`src/rtl/snfcs_pkg.sv`:
```
// shared types, codes and command bytes of the spi nor flash command sequencer
`default_nettype none
package snfcs_pkg;

   localparam int ADDR_BITS_DEFAULT = 24;

   // request codes on the request channel, also the held operation
   typedef enum logic [1:0] {
      REQ_READ    = 2'd0,
      REQ_PROGRAM = 2'd1,
      REQ_ERASE   = 2'd2,
      REQ_RX      = 2'd3
   } req_code_type;

   typedef enum logic [1:0] {
      KIND_SHIFT   = 2'd0,
      KIND_RELEASE = 2'd1,
      KIND_DONE    = 2'd2,
      KIND_REJECT  = 2'd3
   } kind_type;

   typedef enum logic [2:0] {
      PH_IDLE     = 3'd0,
      PH_POLL_CMD = 3'd1,
      PH_POLL_RD  = 3'd2,
      PH_WREN     = 3'd3,
      PH_ADDR     = 3'd4,
      PH_TAIL     = 3'd5
   } phase_type;

   localparam logic [7:0] CMD_READ_STATUS  = 8'h05;
   localparam logic [7:0] STATUS_BUSY_MASK = 8'h01;
   localparam logic [7:0] CMD_WRITE_ENABLE = 8'h06;
   localparam logic [7:0] CMD_PAGE_PROGRAM = 8'h02;
   localparam logic [7:0] CMD_SECTOR_ERASE = 8'h20;
   localparam logic [7:0] CMD_READ         = 8'h03;
   localparam logic [7:0] DUMMY_BYTE       = 8'hFF;

   typedef struct packed {
      kind_type   out_kind;
      logic [7:0] tx_byte;
      logic [7:0] read_data;
      logic       last_of_run;
   } rsp_item_type;

   // up to two results produced by one accepted transaction
   typedef struct packed {
      logic [1:0]   count;
      rsp_item_type first;
      rsp_item_type second;
   } step_out_type;

   function automatic rsp_item_type make_item(kind_type kind, logic [7:0] tx,
                                              logic [7:0] rd, logic last);
      rsp_item_type item;
      item.out_kind    = kind;
      item.tx_byte     = tx;
      item.read_data   = rd;
      item.last_of_run = last;
      return item;
   endfunction

endpackage
`default_nettype wire

```
`src/rtl/snfcs_if.sv`:
```
// request and response channel interfaces of the flash command sequencer
`default_nettype none
interface snfcs_req_if #(
   parameter int ADDR_BITS = snfcs_pkg::ADDR_BITS_DEFAULT
);
   logic                 valid;
   logic                 ready;
   logic [1:0]           req_type;
   logic [ADDR_BITS-1:0] flash_address;
   logic [7:0]           write_data;
   logic [7:0]           rx_byte;

   modport source (output valid, output req_type, output flash_address,
                   output write_data, output rx_byte, input ready);
   modport sink   (input valid, input req_type, input flash_address,
                   input write_data, input rx_byte, output ready);
endinterface

interface snfcs_rsp_if;
   logic       valid;
   logic       ready;
   logic [1:0] out_kind;
   logic [7:0] tx_byte;
   logic [7:0] read_data;
   logic       last_of_run;

   modport source (output valid, output out_kind, output tx_byte,
                   output read_data, output last_of_run, input ready);
   modport sink   (input valid, input out_kind, input tx_byte,
                   input read_data, input last_of_run, output ready);
endinterface
`default_nettype wire

```
`src/rtl/snfcs_seq.sv`:
```
// command sequencer state machine: one transaction in, up to two results out
`default_nettype none
module snfcs_seq #(
   parameter int ADDR_BITS = snfcs_pkg::ADDR_BITS_DEFAULT
) (
   input  wire logic                  clock,
   input  wire logic                  reset,
   input  wire logic                  accept,
   input  wire logic [1:0]            req_type,
   input  wire logic [ADDR_BITS-1:0]  flash_address,
   input  wire logic [7:0]            write_data,
   input  wire logic [7:0]            rx_byte,
   output snfcs_pkg::step_out_type    step_out
);

   localparam int ADDR_BYTES = (ADDR_BITS + 7) / 8;

   snfcs_pkg::phase_type    phase_ff, phase_in;
   logic [2:0]              byte_index_ff, byte_index_in;
   snfcs_pkg::req_code_type pending_op_ff, pending_op_in;
   logic [ADDR_BITS-1:0]    held_address_ff, held_address_in;
   logic [7:0]              held_data_ff, held_data_in;

   snfcs_pkg::req_code_type req_code;
   logic [ADDR_BYTES*8-1:0] addr_pad;
   logic [7:0]              addr_byte;

   assign req_code = snfcs_pkg::req_code_type'(req_type);
   assign addr_pad = (ADDR_BYTES*8)'(held_address_ff);

   // most significant address byte goes out first
   always_comb begin
      addr_byte = '0;
      for (int b = 0; b < ADDR_BYTES; b++) begin
         if (byte_index_ff == 3'(ADDR_BYTES - 1 - b)) begin
            addr_byte = addr_pad[b*8 +: 8];
         end
      end
   end

   always_comb begin
      phase_in        = phase_ff;
      byte_index_in   = byte_index_ff;
      pending_op_in   = pending_op_ff;
      held_address_in = held_address_ff;
      held_data_in    = held_data_ff;
      step_out        = '0;

      if (accept) begin
         if (req_code != snfcs_pkg::REQ_RX) begin
            if (phase_ff != snfcs_pkg::PH_IDLE) begin
               step_out.count = 2'd1;
               step_out.first = snfcs_pkg::make_item(snfcs_pkg::KIND_REJECT,
                                                     8'h00, 8'h00, 1'b1);
            end else begin
               pending_op_in   = req_code;
               held_address_in = flash_address;
               held_data_in    = write_data;
               byte_index_in   = 3'd0;
               step_out.count  = 2'd1;
               if (req_code == snfcs_pkg::REQ_READ) begin
                  step_out.first = snfcs_pkg::make_item(snfcs_pkg::KIND_SHIFT,
                                      snfcs_pkg::CMD_READ, 8'h00, 1'b1);
                  phase_in = snfcs_pkg::PH_ADDR;
               end else begin
                  step_out.first = snfcs_pkg::make_item(snfcs_pkg::KIND_SHIFT,
                                      snfcs_pkg::CMD_READ_STATUS, 8'h00, 1'b1);
                  phase_in = snfcs_pkg::PH_POLL_CMD;
               end
            end
         end else begin
            unique case (phase_ff)
               snfcs_pkg::PH_POLL_CMD: begin
                  step_out.count = 2'd1;
                  step_out.first = snfcs_pkg::make_item(snfcs_pkg::KIND_SHIFT,
                                      snfcs_pkg::DUMMY_BYTE, 8'h00, 1'b1);
                  phase_in = snfcs_pkg::PH_POLL_RD;
               end
               snfcs_pkg::PH_POLL_RD: begin
                  // keep polling while the busy bit is set
                  if ((rx_byte & snfcs_pkg::STATUS_BUSY_MASK) != 8'h00) begin
                     step_out.count = 2'd1;
                     step_out.first = snfcs_pkg::make_item(snfcs_pkg::KIND_SHIFT,
                                         snfcs_pkg::DUMMY_BYTE, 8'h00, 1'b1);
                  end else begin
                     step_out.count  = 2'd2;
                     step_out.first  = snfcs_pkg::make_item(
                                          snfcs_pkg::KIND_RELEASE, 8'h00, 8'h00, 1'b0);
                     step_out.second = snfcs_pkg::make_item(snfcs_pkg::KIND_SHIFT,
                                          snfcs_pkg::CMD_WRITE_ENABLE, 8'h00, 1'b1);
                     phase_in = snfcs_pkg::PH_WREN;
                  end
               end
               snfcs_pkg::PH_WREN: begin
                  step_out.count  = 2'd2;
                  step_out.first  = snfcs_pkg::make_item(snfcs_pkg::KIND_RELEASE,
                                       8'h00, 8'h00, 1'b0);
                  step_out.second = snfcs_pkg::make_item(snfcs_pkg::KIND_SHIFT,
                                       (pending_op_ff == snfcs_pkg::REQ_PROGRAM) ?
                                       snfcs_pkg::CMD_PAGE_PROGRAM :
                                       snfcs_pkg::CMD_SECTOR_ERASE, 8'h00, 1'b1);
                  byte_index_in = 3'd0;
                  phase_in      = snfcs_pkg::PH_ADDR;
               end
               snfcs_pkg::PH_ADDR: begin
                  if (byte_index_ff < 3'(ADDR_BYTES)) begin
                     step_out.count = 2'd1;
                     step_out.first = snfcs_pkg::make_item(snfcs_pkg::KIND_SHIFT,
                                         addr_byte, 8'h00, 1'b1);
                     byte_index_in  = 3'(byte_index_ff + 3'd1);
                  end else if (pending_op_ff == snfcs_pkg::REQ_PROGRAM) begin
                     step_out.count = 2'd1;
                     step_out.first = snfcs_pkg::make_item(snfcs_pkg::KIND_SHIFT,
                                         held_data_ff, 8'h00, 1'b1);
                     phase_in = snfcs_pkg::PH_TAIL;
                  end else if (pending_op_ff == snfcs_pkg::REQ_READ) begin
                     step_out.count = 2'd1;
                     step_out.first = snfcs_pkg::make_item(snfcs_pkg::KIND_SHIFT,
                                         snfcs_pkg::DUMMY_BYTE, 8'h00, 1'b1);
                     phase_in = snfcs_pkg::PH_TAIL;
                  end else begin
                     step_out.count  = 2'd2;
                     step_out.first  = snfcs_pkg::make_item(
                                          snfcs_pkg::KIND_RELEASE, 8'h00, 8'h00, 1'b0);
                     step_out.second = snfcs_pkg::make_item(snfcs_pkg::KIND_DONE,
                                          8'h00, 8'h00, 1'b1);
                     phase_in      = snfcs_pkg::PH_IDLE;
                     byte_index_in = 3'd0;
                  end
               end
               snfcs_pkg::PH_TAIL: begin
                  step_out.count  = 2'd2;
                  step_out.first  = snfcs_pkg::make_item(snfcs_pkg::KIND_RELEASE,
                                       8'h00, 8'h00, 1'b0);
                  step_out.second = snfcs_pkg::make_item(snfcs_pkg::KIND_DONE, 8'h00,
                                       (pending_op_ff == snfcs_pkg::REQ_READ) ?
                                       rx_byte : 8'h00, 1'b1);
                  phase_in      = snfcs_pkg::PH_IDLE;
                  byte_index_in = 3'd0;
               end
               default: begin
                  // received byte while idle is dropped
                  phase_in = snfcs_pkg::PH_IDLE;
               end
            endcase
         end
      end
   end

   always_ff @(posedge clock) begin
      if (reset) begin
         phase_ff      <= snfcs_pkg::PH_IDLE;
         byte_index_ff <= 3'd0;
         pending_op_ff <= snfcs_pkg::REQ_READ;
      end else begin
         phase_ff      <= phase_in;
         byte_index_ff <= byte_index_in;
         pending_op_ff <= pending_op_in;
      end
   end

   always_ff @(posedge clock) begin
      held_address_ff <= held_address_in;
      held_data_ff    <= held_data_in;
   end

   a_pair_starts_with_release: assert property (@(posedge clock) disable iff (reset)
      step_out.count == 2'd2 |-> step_out.first.out_kind == snfcs_pkg::KIND_RELEASE)
      else $error("two-result step does not start with a chip-select release");

   a_reject_keeps_phase: assert property (@(posedge clock) disable iff (reset)
      accept && req_code != snfcs_pkg::REQ_RX && phase_ff != snfcs_pkg::PH_IDLE
      |=> $stable(phase_ff))
      else $error("rejected request changed the sequencer phase");

   a_index_bounded: assert property (@(posedge clock) disable iff (reset)
      byte_index_ff <= 3'(ADDR_BYTES))
      else $error("address byte index ran past the address length");

   a_no_result_without_accept: assert property (@(posedge clock) disable iff (reset)
      !accept |-> step_out.count == 2'd0)
      else $error("result produced without an accepted transaction");

endmodule
`default_nettype wire

```
`src/rtl/snfcs_rsp_fifo.sv`:
```
// four-entry response queue taking up to two results per cycle
`default_nettype none
module snfcs_rsp_fifo (
   input  wire logic                 clock,
   input  wire logic                 reset,
   input  wire snfcs_pkg::step_out_type push,
   output logic                      room_for_two,
   output logic                      out_valid,
   input  wire logic                 out_ready,
   output snfcs_pkg::rsp_item_type   out_item
);

   snfcs_pkg::rsp_item_type mem [4];
   logic [1:0] wr_ptr_ff, wr_ptr_in;
   logic [1:0] rd_ptr_ff, rd_ptr_in;
   logic [2:0] count_ff, count_in;
   logic       pop;

   assign out_valid    = count_ff != 3'd0;
   assign out_item     = mem[rd_ptr_ff];
   assign pop          = out_valid && out_ready;
   // ready depends only on registered occupancy
   assign room_for_two = count_ff <= 3'd2;

   always_comb begin
      wr_ptr_in = 2'(wr_ptr_ff + push.count);
      rd_ptr_in = 2'(rd_ptr_ff + {1'b0, pop});
      count_in  = 3'(count_ff + {1'b0, push.count} - {2'b00, pop});
   end

   always_ff @(posedge clock) begin
      if (push.count != 2'd0) begin
         mem[wr_ptr_ff] <= push.first;
      end
      if (push.count == 2'd2) begin
         mem[2'(wr_ptr_ff + 2'd1)] <= push.second;
      end
   end

   always_ff @(posedge clock) begin
      if (reset) begin
         wr_ptr_ff <= 2'd0;
         rd_ptr_ff <= 2'd0;
         count_ff  <= 3'd0;
      end else begin
         wr_ptr_ff <= wr_ptr_in;
         rd_ptr_ff <= rd_ptr_in;
         count_ff  <= count_in;
      end
   end

   a_no_overflow: assert property (@(posedge clock) disable iff (reset)
      count_ff <= 3'd4)
      else $error("response queue overflow");

   a_push_has_room: assert property (@(posedge clock) disable iff (reset)
      push.count != 2'd0 |-> room_for_two)
      else $error("results pushed without room for two");

   a_ptr_gap_matches_count: assert property (@(posedge clock) disable iff (reset)
      count_ff != 3'd4 |-> 2'(wr_ptr_ff - rd_ptr_ff) == count_ff[1:0])
      else $error("queue pointers disagree with occupancy");

endmodule
`default_nettype wire

```
`src/rtl/spi_nor_flash_command_sequencer_top.sv`:
```
// top level of the spi nor flash command sequencer
//
// req channel: one transaction is a read, program or erase request with its
// address and data, or the byte received for the previous spi transfer.
// rsp channel: one transaction per spi step: shift tx_byte with chip select
// low, release chip select, done (read_data holds the byte read) or rejected.
// last_of_run marks the final result caused by one request transaction.
// A request accepted while a command is in flight is rejected; a received
// byte while idle gives no result.
// The results of a transaction are written into a four-entry response queue
// and offered on the rsp channel from there.
// One req transaction per cycle when each yields one result and rsp.ready
// stays high; a transaction that yields two (chip select release plus next
// step) fills the queue faster than the single rsp port drains it.
// req.ready is high whenever the queue has room for two results, so a stalled
// rsp receiver holds off new requests after at most three queued transactions.
// Reset clears the sequencer to idle and empties the queue.
`default_nettype none
module spi_nor_flash_command_sequencer_top #(
   parameter int ADDR_BITS = snfcs_pkg::ADDR_BITS_DEFAULT
) (
   input wire logic  clock,
   input wire logic  reset,
   snfcs_req_if.sink req,
   snfcs_rsp_if.source rsp
);

   snfcs_pkg::step_out_type step_out;
   snfcs_pkg::rsp_item_type rsp_item;
   logic                    room_for_two;
   logic                    req_accept;
   logic [ADDR_BITS-1:0]    req_address;

   assign req.ready   = room_for_two;
   assign req_accept  = req.valid && room_for_two;
   assign req_address = ADDR_BITS'(req.flash_address);

   snfcs_seq #(
      .ADDR_BITS(ADDR_BITS)
   ) u_seq (
      .clock         (clock),
      .reset         (reset),
      .accept        (req_accept),
      .req_type      (req.req_type),
      .flash_address (req_address),
      .write_data    (req.write_data),
      .rx_byte       (req.rx_byte),
      .step_out      (step_out)
   );

   snfcs_rsp_fifo u_rsp_fifo (
      .clock        (clock),
      .reset        (reset),
      .push         (step_out),
      .room_for_two (room_for_two),
      .out_valid    (rsp.valid),
      .out_ready    (rsp.ready),
      .out_item     (rsp_item)
   );

   assign rsp.out_kind    = rsp_item.out_kind;
   assign rsp.tx_byte     = rsp_item.tx_byte;
   assign rsp.read_data   = rsp_item.read_data;
   assign rsp.last_of_run = rsp_item.last_of_run;

endmodule
`default_nettype wire
```
`src/flat_wrapper.sv`:
```
// flat-port wrapper written by rule: the top's interface ports become plain ports
module spi_nor_flash_command_sequencer_top_flat 
#(
   parameter int ADDR_BITS = snfcs_pkg::ADDR_BITS_DEFAULT
)
  (clock, reset, req_valid, req_req_type, req_flash_address, req_write_data, req_rx_byte, req_ready, rsp_valid, rsp_out_kind, rsp_tx_byte, rsp_read_data, rsp_last_of_run, rsp_ready);
  snfcs_req_if #(.ADDR_BITS(ADDR_BITS)) req_i ();
  snfcs_rsp_if rsp_i ();
  input wire logic clock;
  input wire logic reset;
  input wire logic [$bits(req_i.valid)-1:0] req_valid;
  input wire logic [$bits(req_i.req_type)-1:0] req_req_type;
  input wire logic [$bits(req_i.flash_address)-1:0] req_flash_address;
  input wire logic [$bits(req_i.write_data)-1:0] req_write_data;
  input wire logic [$bits(req_i.rx_byte)-1:0] req_rx_byte;
  output wire logic [$bits(req_i.ready)-1:0] req_ready;
  output wire logic [$bits(rsp_i.valid)-1:0] rsp_valid;
  output wire logic [$bits(rsp_i.out_kind)-1:0] rsp_out_kind;
  output wire logic [$bits(rsp_i.tx_byte)-1:0] rsp_tx_byte;
  output wire logic [$bits(rsp_i.read_data)-1:0] rsp_read_data;
  output wire logic [$bits(rsp_i.last_of_run)-1:0] rsp_last_of_run;
  input wire logic [$bits(rsp_i.ready)-1:0] rsp_ready;
  assign req_i.valid = req_valid;
  assign req_i.req_type = req_req_type;
  assign req_i.flash_address = req_flash_address;
  assign req_i.write_data = req_write_data;
  assign req_i.rx_byte = req_rx_byte;
  assign req_ready = req_i.ready;
  assign rsp_valid = rsp_i.valid;
  assign rsp_out_kind = rsp_i.out_kind;
  assign rsp_tx_byte = rsp_i.tx_byte;
  assign rsp_read_data = rsp_i.read_data;
  assign rsp_last_of_run = rsp_i.last_of_run;
  assign rsp_i.ready = rsp_ready;
  spi_nor_flash_command_sequencer_top #(.ADDR_BITS(ADDR_BITS)) u_core (.clock(clock), .reset(reset), .req(req_i), .rsp(rsp_i));
endmodule
```
`config.mk`:
```
export PLATFORM = sky130hd
export DESIGN_NAME = spi_nor_flash_command_sequencer_top_flat
export DESIGN_NICKNAME = d
export VERILOG_FILES = /design/src/rtl/snfcs_pkg.sv /design/src/rtl/snfcs_if.sv /design/src/rtl/snfcs_seq.sv /design/src/rtl/snfcs_rsp_fifo.sv /design/src/rtl/spi_nor_flash_command_sequencer_top.sv /design/src/flat_wrapper.sv
export SDC_FILE = /design/constraint.sdc
export NUM_CORES = 1
export LEC_CHECK = 0
export BUFFER_PORTS_ARGS = -buffer_cell sky130_fd_sc_hd__buf_2
export CELL_PAD_IN_SITES_DETAIL_PLACEMENT = 1
export CELL_PAD_IN_SITES_GLOBAL_PLACEMENT = 1
export CORE_ASPECT_RATIO = 0.5
export CORE_UTILIZATION = 47
export DETAILED_ROUTE_END_ITERATION = 10
export PLACE_DENSITY_LB_ADDON = 0.1
export SYNTH_ARGS = -nofsm -noshare
export SYNTH_HDL_FRONTEND = slang
export SYNTH_SLANG_ARGS = --single-unit
```
`constraint.sdc`:
```
create_clock -name clock -period 4.6 [get_ports clock]
set_clock_uncertainty 0.2 [all_clocks]
set_input_delay 1.15 -clock clock [delete_from_list [all_inputs] [get_ports clock]]
set_output_delay 1.15 -clock clock [all_outputs]
set_load 0.01 [all_outputs]
```
Yosys cells after proc, flatten, opt, wreduce, memory -nomap -nowiden
Memories as Yosys holds them, arrays and structs flattened. A register that Yosys moved wholly into a read port is not among the register bits.
Index checks and enable logic that the tools add are counted.
Widths: inputs -> output; s select.
{ "totals": {"word_cells": 85, "out_inout_bits": 21, "ramBits": 76, "memories": 1, "ff_bits": 47} }
{ "mem_list": {"columns": ["name", "words", "width", "read_ports", "rd_clocked_by_memory_dff", "write_ports", "line", "rtl"], "rows": [
  ["u_core.u_rsp_fifo.mem", 4, 19, 1, 1, 2, "snfcs_rsp_fifo.sv:13", "snfcs_pkg::rsp_item_type mem [4];"]
]} }
{ "classes": {"n_eq_ne": 15, "n_lt_le_gt_ge": 2, "n_mux": 39, "n_bitwise": 1, "n_addsub": 6, "n_reduce_logical": 13} }
{ "ops": {"columns": ["operator", "n"], "rows": [
  ["$mux 21", 5],
  ["$mux 19", 5],
  ["$pmux 21 s4", 1],
  ["$pmux 19 s4", 1],
  ["$mux 40", 1],
  ["$mux 3", 12],
  ["$mux 8", 4],
  ["$mux 12", 2],
  ["$pmux 3 s4", 1],
  ["$eq 3x2->1 const B", 3],
  ["$reduce_bool 3->1", 3],
  ["$ne 4x4->1 const B", 2],
  ["$eq 3x1->1 const B", 2],
  ["$eq 3x3->1 const B", 2],
  ["$mux 6", 1],
  ["$ne 3x3->1 const B", 2],
  ["$pmux 3 s2", 1],
  ["$reduce_and 5->1", 1],
  ["$logic_not 2->1", 2],
  ["$mux 1", 4],
  ["$ne 2x2->1 const B", 2],
  ["$reduce_and 4->1", 1],
  ["$add 3x1->3 const B", 1],
  ["$add 3x2->3", 1],
  ["other kinds (15)", 16]
]} }

Longest topological paths before layout
Gate-level depths: netlist (run 1).
{ "depth": {"ltp_word": 11, "depth_mapped": 12, "ltp_nobuf": 10} }

By module
Synthesis (run 1) repeated with hierarchy kept, for this count alone.
{ "unflattened": {"hier_cells": 436, "area_unflattened_um2": 6377.4} }
{ "modules_own_cells": {"columns": ["module", "seq_area_each_um2", "area_each_um2", "cells_per_inst", "n_inst"], "rows": [
  ["snfcs_rsp_fifo", 2422.3, 4195.3, 229, 1],
  ["snfcs_seq", 1121.1, 2175.8, 206, 1],
  ["spi_nor_flash_command_sequencer_top", 0.0, 6.3, 1, 1]
]} }

Worst setup path before layout (run 1)
Ideal clock, no wire load.
{ "synth_timing": {"path_kind": "input port to flip-flop", "startpoint": "in req_valid", "endpoint": "reg u_core.u_seq.held_address_ff[0], in the netlist u_core.u_seq.addr_pad[0] (enable)", "t_arrival_ns": 3.115, "setup_time_ns": 0.421, "slack_ns": 0.863, "n_path_buf": 1, "cell_stages": 5, "cell_sequence": "nor2b_1 -> and2_1 -> buf_4 -> nand2_1 -> nor2_1"} }
{ "synth_via": {"elab_chain_cells": 2} }
{ "synth_rtl": {"columns": ["item", "line", "rtl"], "rows": [
  ["start: declaration", "flat_wrapper.sv:11", "input wire logic [$bits(req_i.valid)-1:0] req_valid;"],
  ["$logic_and 1x1->1", "spi_nor_flash_command_sequencer_top.sv:35", "assign req_accept = req.valid && room_for_two;"],
  ["$reduce_and 3->1 (no source line)", null, null],
  ["end signal: assignment", "snfcs_seq.sv:163", "held_address_ff <= held_address_in;"],
  ["end: declaration", "snfcs_seq.sv:21", "logic [ADDR_BITS-1:0] held_address_ff, held_address_in;"]
]} }
No other way between the ends.
A chain may end at the register's enable or synchronous reset.

Worst setup path after layout (run 1)
{ "layout_timing": {"startpoint": "in req_req_type[1]", "endpoint": "reg u_core.u_rsp_fifo.count_ff[2]"} }
{ "layout_via": {"elab_chain_cells": 5} }
{ "layout_rtl": {"columns": ["item", "line", "rtl"], "rows": [
  ["start: declaration", "flat_wrapper.sv:12", "input wire logic [$bits(req_i.req_type)-1:0] req_req_type;"],
  ["$ne 2x2->1", "snfcs_seq.sv:50", "if (req_code != snfcs_pkg::REQ_RX) begin"],
  ["$mux 21", "snfcs_seq.sv:50", null],
  ["$mux 40", "snfcs_seq.sv:49", "if (accept) begin"],
  ["$add 3x2->3", "snfcs_rsp_fifo.sv:28", "count_in = 3'(count_ff + {1'b0, push.count} - {2'b00, pop});"],
  ["$sub 3x1->3", "snfcs_rsp_fifo.sv:28", null],
  ["end signal: assignment", "snfcs_rsp_fifo.sv:48", "count_ff <= count_in;"],
  ["end: declaration", "snfcs_rsp_fifo.sv:16", "logic [2:0] count_ff, count_in;"]
]} }
No other way between the ends.

==> results of run 1 <==
critical path, delay by kind of cell:
family / cells / cell delay [ns]
adders and majority gates: 2 / 0.83
and+or+nand+nor: 3 / 0.59
buffers and inverters: 2 / 0.37
xor gates and xnor gates: 2 / 0.32
AOI/OAI and AO/OA: 1 / 0.22
state kept, by name, summed over array words and instances (netlist names):
| name | flops |
|---|---|
| u_core.u_rsp_fifo.mem | 76 |
| u_core.u_seq.addr_pad | 24 |
| u_core.u_seq.held_data_ff | 8 |
| u_core.u_rsp_fifo.count_ff | 3 |
| u_core.u_seq.byte_index_ff | 3 |
| u_core.u_seq.phase_ff | 3 |
| u_core.u_rsp_fifo.rd_ptr_ff | 2 |
| u_core.u_rsp_fifo.wr_ptr_ff | 2 |
| u_core.u_seq.pending_op_ff | 2 |
through the flow:
stage	utilization	hold WS, ns	setup WS (ns)	instances
after floorplan	-	0.229	0.863	485
after global routing	0.570	0.279	0.998	718
after global placement	0.523	0.246	0.945	687
after CTS	0.570	0.258	1.18	718
final	0.570	0.259	1.20	718
after detailed placement	0.523	0.252	0.804	687
cells in the final DEF, fill, tap and decap left out, types with 5 or more instances in the layout:
master,netlist,final
and3_1,32,32
o21ai_0,17,17
dfxtp_1,39,39
o22ai_1,24,24
xnor2_1,5,5
o211ai_1,5,5
nor2b_1,11,11
ha_1,9,9
a221oi_1,7,7
a21o_1,6,6
nand2_1,36,36
mux4_2,19,19
a21oi_1,16,16
inv_1,19,19
buf_2,9,66
clkbuf_16,0,17
nand3_1,17,17
nand3b_1,7,7
edfxtp_1,84,84
nand2b_1,7,7
nor2_1,22,21
final cells by class:
cell class,instances,share of cell area
clock inverter,14,0.0213
inverter,20,0.0109
timing repair buffer,70,0.0525
sequential,123,0.481
multi-input combinational,309,0.342
tap,165,0.0301
clock buffer,17,0.0619
worst max path at each step:
stage / to / slack [ns] / cells after the start
final: u_core.u_rsp_fifo.count_ff[2] / 1.20 / 10
after global routing: u_core.u_rsp_fifo.count_ff[2] / 1.0 / 10
after CTS: rsp_tx_byte[5] / 1.18 / 2
after detailed placement: u_core.u_rsp_fifo.count_ff[2] / 0.80 / 10
after global placement: u_core.u_rsp_fifo.count_ff[2] / 0.94 / 10
after floorplan: u_core.u_seq.addr_pad[0] / 0.86 / 5
logic make-up (layout without fill, tap and decap cells):
group,after synthesis,in the layout
flip-flops,123,123
multiplexers,21,21
AND/OR/NAND/NOR,158,158
adder cells (fa/ha/maj),11,11
AO/OA/AOI/OAI,114,114
buffers and inverters,53,121
XOR/XNOR,5,5
per-layer routing:
| metal | track usage | wire, µm | vias up | part of all wire |
|---|---|---|---|---|
| li1 | - | - | 1976 | - |
| met1 | 0.322 | 6950 | 2094 | 0.47 |
| met2 | 0.406 | 7100 | 105 | 0.48 |
| met3 | 0.0601 | 778 | 8 | 0.052 |
| met4 | 0.0642 | 100 | 0 | 0.0067 |
| met5 | 0 | 0 | - | 0 |
report_power, final:
part / total, mW / switching (mW) / internal [mW]
Combinational: 0.845 / 0.474 / 0.370
Clock: 1.29 / 0.497 / 0.795
Sequential: 1.46 / 0.103 / 1.36
Total: 3.60 / 1.07 / 2.53
==> impl_metrics.ini, run 1 <==
[power]
total_power_of_the_final_layout_mw = 3.60
power.leakage_nw = 2.60
ir_worst_vdd_v = 0.000206
p_per_area_nw_per_um2 = 524

[clocking]
ctsLongestPathBuffers = 2
clockRootBuffer = clkbuf_16
cts.repair.resized = 0
cts.repair_timing.setup_buffer_count = 0
worstSkewPairLatency_ns = 0.41
cts_tree = done
cts-hold-fix-buffers = 0
path_clk_slew_ns = 0.06
clock_sink_count = 123
cts-buffers-inserted = 17
total_number_of_h_tree_levels = 4

[logic_synthesis]
syn-instance-count = 485
number_of_enable_flip_flop_cells_after_synthesis = 84
post-synth-top-count-cell = edfxtp_1
post_synthesis_share_of_cell_area_spent_on_full_adders_half_adders_and_majority_gates = 0.0240
postSynthAreaPerCell_um2 = 12.3
netlist_area_before_placement_um2 = 5950
asyncSetResetFlopFracSynth = 0
synth_simple_gate_area_share = 0.150
netlist-cell-type-count = 63
synth_flop_cell = edfxtp_1
synth_area_in_compound_gates = 0.139
post-synth-top-area-fraction = 0.424
yosys-top-cells-count = edfxtp_1 (84), dfxtp_1 (39), nand2_1 (36)
yosys.area.top_type = edfxtp_1
ys_seq_area_frac = 0.556
count_of_synthesis_stage_warnings_from_yosys = 0
postSynthRegisterBits = 123
synthesized_nets = 541
largest_family_of_logic_cells_by_synthesized_area = simple AND/OR/NAND/NOR gates
synth_mux_area_frac = 0.0755
synth_area_leaders = edfxtp_1 (42%), dfxtp_1 (13%), mux4_2 (7.2%)
yosys.area_share.xor_xnor = 0.00737

[detailed_routing]
drtPass1Iterations = 4
routedWlPerCell_um = 20.8
detail_route.wirelength_um = 14900
avgViaCountPerCell = 5.83
drc = 0
route.antenna.remaining_nets = 0
dr_total_vias = 4183
starting_drt_drc_count = 320

[global_route]
grt_pass1_wl_um = 23700
maximum_number_of_pins_on_one_net_before_global_route_repair = 33
grt_util_all_layers = 0.244
grt_antenna_before_repair = 0
number_of_global_route_vias_before_repair = 4325
grt-ovfl-total = 0

[run]
cap_viol_max_count = 0

[setup_path]
crit_path_max_incr_delay_ns = 0.44
crit_fanout = 16
cp_data_arrival_time_ns = 3.49
startpoint_type = input port
reg2reg_to = u_core.u_rsp_fifo.count_ff[2]
rr_worst_depth = 8
timing.critical_path.from = req_req_type[1]
cp_data_required_time_ns = 4.68
cp_cell_sequence = buf_2, and2_1, and3_1, buf_4, o21ai_2, ha_1, fa_1, xnor2_1, xnor2_1, nor2_1
worst_r2r_startpoint = u_core.u_seq.phase_ff[1]
crit_top_cell = xnor2_1
cp_slowest_cell = fa_1
worstSetupEndpointType = flip-flop
timing_worst_setup_path_type = input port to flip-flop
worst-r2r-setup-slack_ns = 1.42

[floorplanning]
chipWidth_um = 161
initial_utilization = 0.493
die_area_um2 = 13100
row_count = 28
floorplan.io_pins = 67
die_height_um = 81.5
core_region_area_um2 = 12100

[final_layout]
diodes = 0
post-route-cell-area_um2 = 6870
area_delta_synth_final_pct = 15.5
fin_nets = 597
regArea_um2 = 3300
area_taken_by_multi_input_logic_gates_um2 = 2350
post_route_cells_drive_above_1_share = 0.260
n_fill_cell = 1267

[timing]
fraction_of_the_cycle_the_final_worst_path_needs = 0.740
max_slew_violation_count = 0
slew_headroom = 0.285
finalHoldViolCount = 0
fin_setup_tns_ns = 0
fmaxAchievable_mhz = 294
fin_crit_ns = 3.40
timing_worst_slew_pin_value_ns = 1.07
setup_violations = 0
setup_repair_after_global_routing_missed_its_margin = false

[run_status]
outcome = finished, final reports clean

[hold_path]
worst_hold_startpoint = u_core.u_rsp_fifo.mem[2][9]
min_delay_worst_endpoint = u_core.u_rsp_fifo.mem[2][9]
hold-path-cell-count = 2
holdCritPathClass = flip-flop to flip-flop

[place]
placed_cell_area_um2 = 6300
placement.io_buffers = 66
place.gp.congestion = 0.796
dpl.hpwl_um = 10300
Note: power is estimated with default switching activity, not from simulation.
==> run 2, diff against run 1 <==
--- a/config.mk
+++ b/config.mk
@@ -9,7 +9,7 @@
 export CELL_PAD_IN_SITES_DETAIL_PLACEMENT = 1
 export CELL_PAD_IN_SITES_GLOBAL_PLACEMENT = 1
 export CORE_ASPECT_RATIO = 0.5
-export CORE_UTILIZATION = 47
+export CORE_UTILIZATION = 43
 export DETAILED_ROUTE_END_ITERATION = 10
 export PLACE_DENSITY_LB_ADDON = 0.1
 export SYNTH_ARGS = -nofsm -noshare
==> constraint.sdc (replaced) <==
create_clock -name clock -period 3.1 [get_ports clock]
set_clock_uncertainty 0.2 [all_clocks]
set_input_delay 0.775 -clock clock [delete_from_list [all_inputs] [get_ports clock]]
set_output_delay 0.775 -clock clock [all_outputs]
set_load 0.01 [all_outputs]
==> impl_metrics.ini, run 2 (same netlist as run 1, synthesis figures left out) <==
[global_route]
maximum_number_of_pins_on_one_net_before_global_route_repair = 33
grt_util_all_layers = 0.228
number_of_global_route_vias_before_repair = 4479
grt-ovfl-total = 0
grt_antenna_before_repair = 0
grt_pass1_wl_um = 24300

[detailed_routing]
routedWlPerCell_um = 20.2
drc = 0
dr_total_vias = 4212
starting_drt_drc_count = 276
route.antenna.remaining_nets = 0
detail_route.wirelength_um = 15200
avgViaCountPerCell = 5.60
drtPass1Iterations = 4

[clocking]
cts_tree = done
cts-buffers-inserted = 17
cts.repair_timing.setup_buffer_count = 0
clockRootBuffer = clkbuf_16
clock_sink_count = 123
path_clk_slew_ns = 0.06
cts-hold-fix-buffers = 0
cts.repair.resized = 0
ctsLongestPathBuffers = 2
worstSkewPairLatency_ns = 0.41
total_number_of_h_tree_levels = 4

[floorplanning]
chipWidth_um = 168
floorplan.io_pins = 67
initial_utilization = 0.455
die_height_um = 85.2
die_area_um2 = 14300
row_count = 29
core_region_area_um2 = 13100

[final_layout]
area_delta_synth_final_pct = 19.6
post_route_cells_drive_above_1_share = 0.294
final_cell_mix = edfxtp_1 (84), buf_2 (66), dfxtp_1 (39)
leading_cell_type_in_the_layout_fill_and_taps_excluded = edfxtp_1
largest-register = u_core.u_rsp_fifo.mem
largest_register_ff_count = 76
final_core_util = 0.545
fin_nets = 625
diodes = 0
n_fill_cell = 1382

[place]
place.gp.congestion = 0.814
post-place-ws_ns = 0.260
dpl.hpwl_um = 10800
placement.io_buffers = 66

[timing]
fraction_of_the_cycle_the_final_worst_path_needs = 0.910
setup_repair_after_global_routing_missed_its_margin = false
fin_hold_ws_ns = 0.260
fmaxAchievable_mhz = 354
finalHoldViolCount = 0
slew_headroom = 0.625
setup_violations = 0
setup_slack_ns = 0.278
fin_setup_tns_ns = 0
max_slew_violation_count = 0
fin_crit_ns = 2.82
timing_worst_slew_pin_value_ns = 0.560

[run]
cap_viol_max_count = 0

[power]
ir_worst_vdd_v = 0.000325
total_power_of_the_final_layout_mw = 5.45
power.leakage_nw = 2.74
p_per_area_nw_per_um2 = 766

[setup_path]
timing_worst_setup_path_type = flip-flop to output port
crit_path_max_incr_delay_ns = 0.58
timing.critical_path.from = u_core.u_rsp_fifo.rd_ptr_ff[0]
critPathBufInv = 2
crit_fanout = 20
cp_data_required_time_ns = 2.12
cp_slowest_cell = mux4_2
worst_r2r_startpoint = u_core.u_seq.byte_index_ff[0]
cpLargestDelayFamily = multiplexers
startpoint_type = flip-flop
worstSetupEndpointType = output port
cp_cell_sequence = buf_4, mux4_2, buf_2
cp_data_arrival_time_ns = 1.85

[run_status]
outcome = finished, final reports clean

[hold_path]
worst_hold_startpoint = u_core.u_rsp_fifo.mem[2][9]
holdCritPathClass = flip-flop to flip-flop
[run 2: cell count changes in the layout (fill, tap and decap cells not counted)]
cell        change
clkbuf_1        +3
inv_6           -1
buf_4          +26
clkbuf_8        +1
clkinv_4        -2
buf_12          +2
clkinv_1        -1
clkinvlp_4      +1
[run 2: area by class of cell]
| class | count | area, µm² | share of cell area |
|---|---|---|---|
| Inverter | 20 | 75.1 | 0.0106 |
| Sequential cell | 123 | 3300 | 0.464 |
| Timing Repair Buffer | 98 | 596 | 0.0837 |
| Clock buffer | 21 | 450 | 0.0633 |
| Multi-Input combinational cell | 309 | 2350 | 0.331 |
| Clock inverter | 11 | 124 | 0.0174 |
| Tap cell | 170 | 213 | 0.0299 |
[run 2: worst paths after layout]
path / slack (ns) / depth (start not counted) / endpoint
setup / recovery: 0.28 / 3 / rsp_out_kind[0]
hold / removal: 0.26 / 2 / u_core.u_rsp_fifo.mem[2][9]
setup reg to reg: 0.45 / 8 / u_core.u_rsp_fifo.count_ff[2]
hold reg to reg: 0.26 / 2 / u_core.u_rsp_fifo.mem[2][9]
[run 2: through the flow]
stage | std cells | instance area [µm²]
after floorplan | 485 | 5950
after global placement | 720 | 6540
after detailed placement | 720 | 6540
after CTS | 752 | 7110
after global routing | 752 | 7110
final | 752 | 7110
[run 2: report_power, final]
group / internal, mW / switching (mW)
clock network: 1.21 / 0.743
logic: 0.614 / 0.749
registers: 2.02 / 0.123
[run 2: layer usage]
metal | vias to the layer above | global-route usage | share of wire
met5 | - | 0 | 0
met4 | 0 | 0.0595 | 0.0043
met3 | 8 | 0.0471 | 0.045
met2 | 96 | 0.372 | 0.46
met1 | 2079 | 0.313 | 0.49
li1 | 2029 | - | -
[run 2: worst reg2reg max path, stage by stage (launching register included)]
cell and delay, ns:
dfxtp_1 0.41, a21o_1 0.37, and3_1 0.32, o21ai_2 0.09, ha_1 0.32, fa_1 0.45, xnor2_1 0.18, xnor2_1 0.14
nor2_1 0.05
==> run 3, diff against run 2 <==
--- a/config.mk
+++ b/config.mk
@@ -9,7 +9,8 @@
 export CELL_PAD_IN_SITES_DETAIL_PLACEMENT = 1
 export CELL_PAD_IN_SITES_GLOBAL_PLACEMENT = 1
 export CORE_ASPECT_RATIO = 0.5
-export CORE_UTILIZATION = 43
+export CORE_UTILIZATION = 50
+export CTS_CLUSTER_SIZE = 10
 export DETAILED_ROUTE_END_ITERATION = 10
 export PLACE_DENSITY_LB_ADDON = 0.1
 export SYNTH_ARGS = -nofsm -noshare
==> constraint.sdc (replaced) <==
create_clock -name clock -period 3.3 [get_ports clock]
set_clock_uncertainty 0.2 [all_clocks]
set_input_delay 0.825 -clock clock [delete_from_list [all_inputs] [get_ports clock]]
set_output_delay 0.825 -clock clock [all_outputs]
set_load 0.01 [all_outputs]
==> impl_metrics.ini, run 3 (same netlist as run 1, synthesis figures left out) <==
[floorplanning]
core_region_area_um2 = 11300
initial_utilization = 0.527
die_height_um = 79.1
chipWidth_um = 156
row_count = 27
die_area_um2 = 12400
floorplan.io_pins = 67

[power]
total_power_of_the_final_layout_mw = 5.14
ir_worst_vdd_v = 0.000400
p_int_mw = 3.63
power.combinational.fraction = 0.240
power.leakage_nw = 2.69
p_per_area_nw_per_um2 = 734
power.clock.fraction = 0.365
power_switching_mw = 1.51
netSwitchingFraction = 0.293
sequentialPowerShare = 0.395

[place]
place.gp.congestion = 0.827
placement.io_buffers = 66
placed_cell_area_um2 = 6400
dpl.hpwl_um = 10700
post-place-ws_ns = 0.228
placed_instances = 696

[clocking]
clock_sink_count = 123
clockRootBuffer = clkbuf_16
cts_tree = done
cts-hold-fix-buffers = 0
path_clk_slew_ns = 0.06
total_number_of_h_tree_levels = 4
cts.repair_timing.setup_buffer_count = 0
cts-buffers-inserted = 17
ctsLongestPathBuffers = 2
cts.repair.resized = 0
worstSkewPairLatency_ns = 0.42

[setup_path]
worst-r2r-setup-slack_ns = 0.51
cpLargestDelayFamily = multiplexers
worstSetupEndpointType = output port
crit_path_max_incr_delay_ns = 0.60
critPathBufInv = 2
startpoint_type = flip-flop
cp_cell_sequence = buf_4, mux4_2, buf_2
cp_slowest_cell = mux4_2
crit_fanout = 20
cp_data_arrival_time_ns = 1.86
rr_worst_depth = 10
cp_data_required_time_ns = 2.27
worst_r2r_startpoint = u_core.u_seq.phase_ff[0]
reg2reg_to = u_core.u_rsp_fifo.count_ff[2]
timing_worst_setup_path_type = flip-flop to output port

[detailed_routing]
dr_total_vias = 4315
drc = 0
starting_drt_drc_count = 351
detail_route.wirelength_um = 15700
route.antenna.remaining_nets = 0
avgViaCountPerCell = 5.94
routedWlPerCell_um = 21.5
drtPass1Iterations = 5

[final_layout]
final_core_util = 0.620
post_route_cells_drive_above_1_share = 0.278
final_cell_mix = edfxtp_1 (84), buf_2 (66), dfxtp_1 (39)
largest_register_ff_count = 76
fin_nets = 612
post-route-cell-area_um2 = 7000
area_delta_synth_final_pct = 17.7
leading_cell_type_in_the_layout_fill_and_taps_excluded = edfxtp_1
largest-register = u_core.u_rsp_fifo.mem
layoutNonFillerInstCount = 727
diodes = 0

[timing]
fin_setup_tns_ns = 0
setup_repair_after_global_routing_missed_its_margin = false
max_slew_violation_count = 0
finalHoldViolCount = 0
fraction_of_the_cycle_the_final_worst_path_needs = 0.873
fin_hold_ws_ns = 0.267
setup_slack_ns = 0.419
fin_crit_ns = 2.88
slew_headroom = 0.498
timing_worst_slew_pin_value_ns = 0.752
fmaxAchievable_mhz = 347
setup_violations = 0

[global_route]
grt_antenna_before_repair = 0
maximum_number_of_pins_on_one_net_before_global_route_repair = 33
grt_pass1_wl_um = 24400
grt-ovfl-total = 0
grt_util_all_layers = 0.272
number_of_global_route_vias_before_repair = 4510

[hold_path]
holdCritPathClass = flip-flop to flip-flop
worst_hold_startpoint = u_core.u_rsp_fifo.mem[1][9]
hold-path-cell-count = 2
min_delay_worst_endpoint = u_core.u_rsp_fifo.mem[1][9]

[run_status]
outcome = finished, final reports clean

[run]
cap_viol_max_count = 0
-- run 3: cell types whose count changed in the layout (fill, tap and decap cells not counted) --
cell        previous run  this run
clkinv_1               1         2
clkinv_4               2         3
clkinvlp_4             3         2
buf_4                 30        19
buf_12                 2         0
clkbuf_1               3         1
bufinv_16              2         3
inv_6                  1         0
-- run 3: worst max path at each step --
stage | cells after the start | start | slack, ns | end
floorplan | 12 | req_req_type[1] | 0.22 | u_core.u_rsp_fifo.count_ff[2]
global placement | 11 | req_rx_byte[0] | 0.29 | u_core.u_rsp_fifo.count_ff[2]
detailed placement | 11 | req_rx_byte[0] | 0.23 | u_core.u_rsp_fifo.count_ff[2]
CTS | 3 | u_core.u_rsp_fifo.rd_ptr_ff[0] | 0.39 | rsp_out_kind[1]
global route | 10 | u_core.u_seq.phase_ff[0] | 0.30 | u_core.u_rsp_fifo.count_ff[2]
finish | 3 | u_core.u_rsp_fifo.rd_ptr_ff[0] | 0.42 | rsp_out_kind[1]
-- run 3: power by group through the flow --
| stage | Clock (mW) | Combinational, mW | Sequential (mW) |
|---|---|---|---|
| floorplan | 0 | 0.905 | 1.99 |
| global placement | 0 | 1.19 | 2.03 |
| detailed placement | 0 | 1.22 | 2.05 |
| CTS | 1.90 | 1.24 | 2.03 |
| global route | 1.95 | 1.35 | 2.05 |
| finish | 1.87 | 1.23 | 2.03 |
-- run 3: final cells by class --
| cell class | count | area (µm²) |
|---|---|---|
| fillers | 1187 | 4290 |
| clock inverters | 12 | 150 |
| repair buffers | 85 | 473 |
| flip-flops and latches | 123 | 3300 |
| multi-input cells | 309 | 2350 |
| inverters | 20 | 75.1 |
| clock buffers | 19 | 443 |
| well taps | 159 | 199 |
-- run 3: routing by layer --
layer	GRT usage	share of wire	up-vias
met3	0.0579	0.057	10
met2	0.470	0.49	149
met1	0.351	0.45	2164
met4	0.0735	0.0057	0
met5	0	0	-
li1	-	-	1992
-- run 3: worst min-delay path, stage by stage, from the launching register on --
cell     delay [ns]
dfxtp_1        0.32
nand2_1        0.06
a21oi_1        0.05
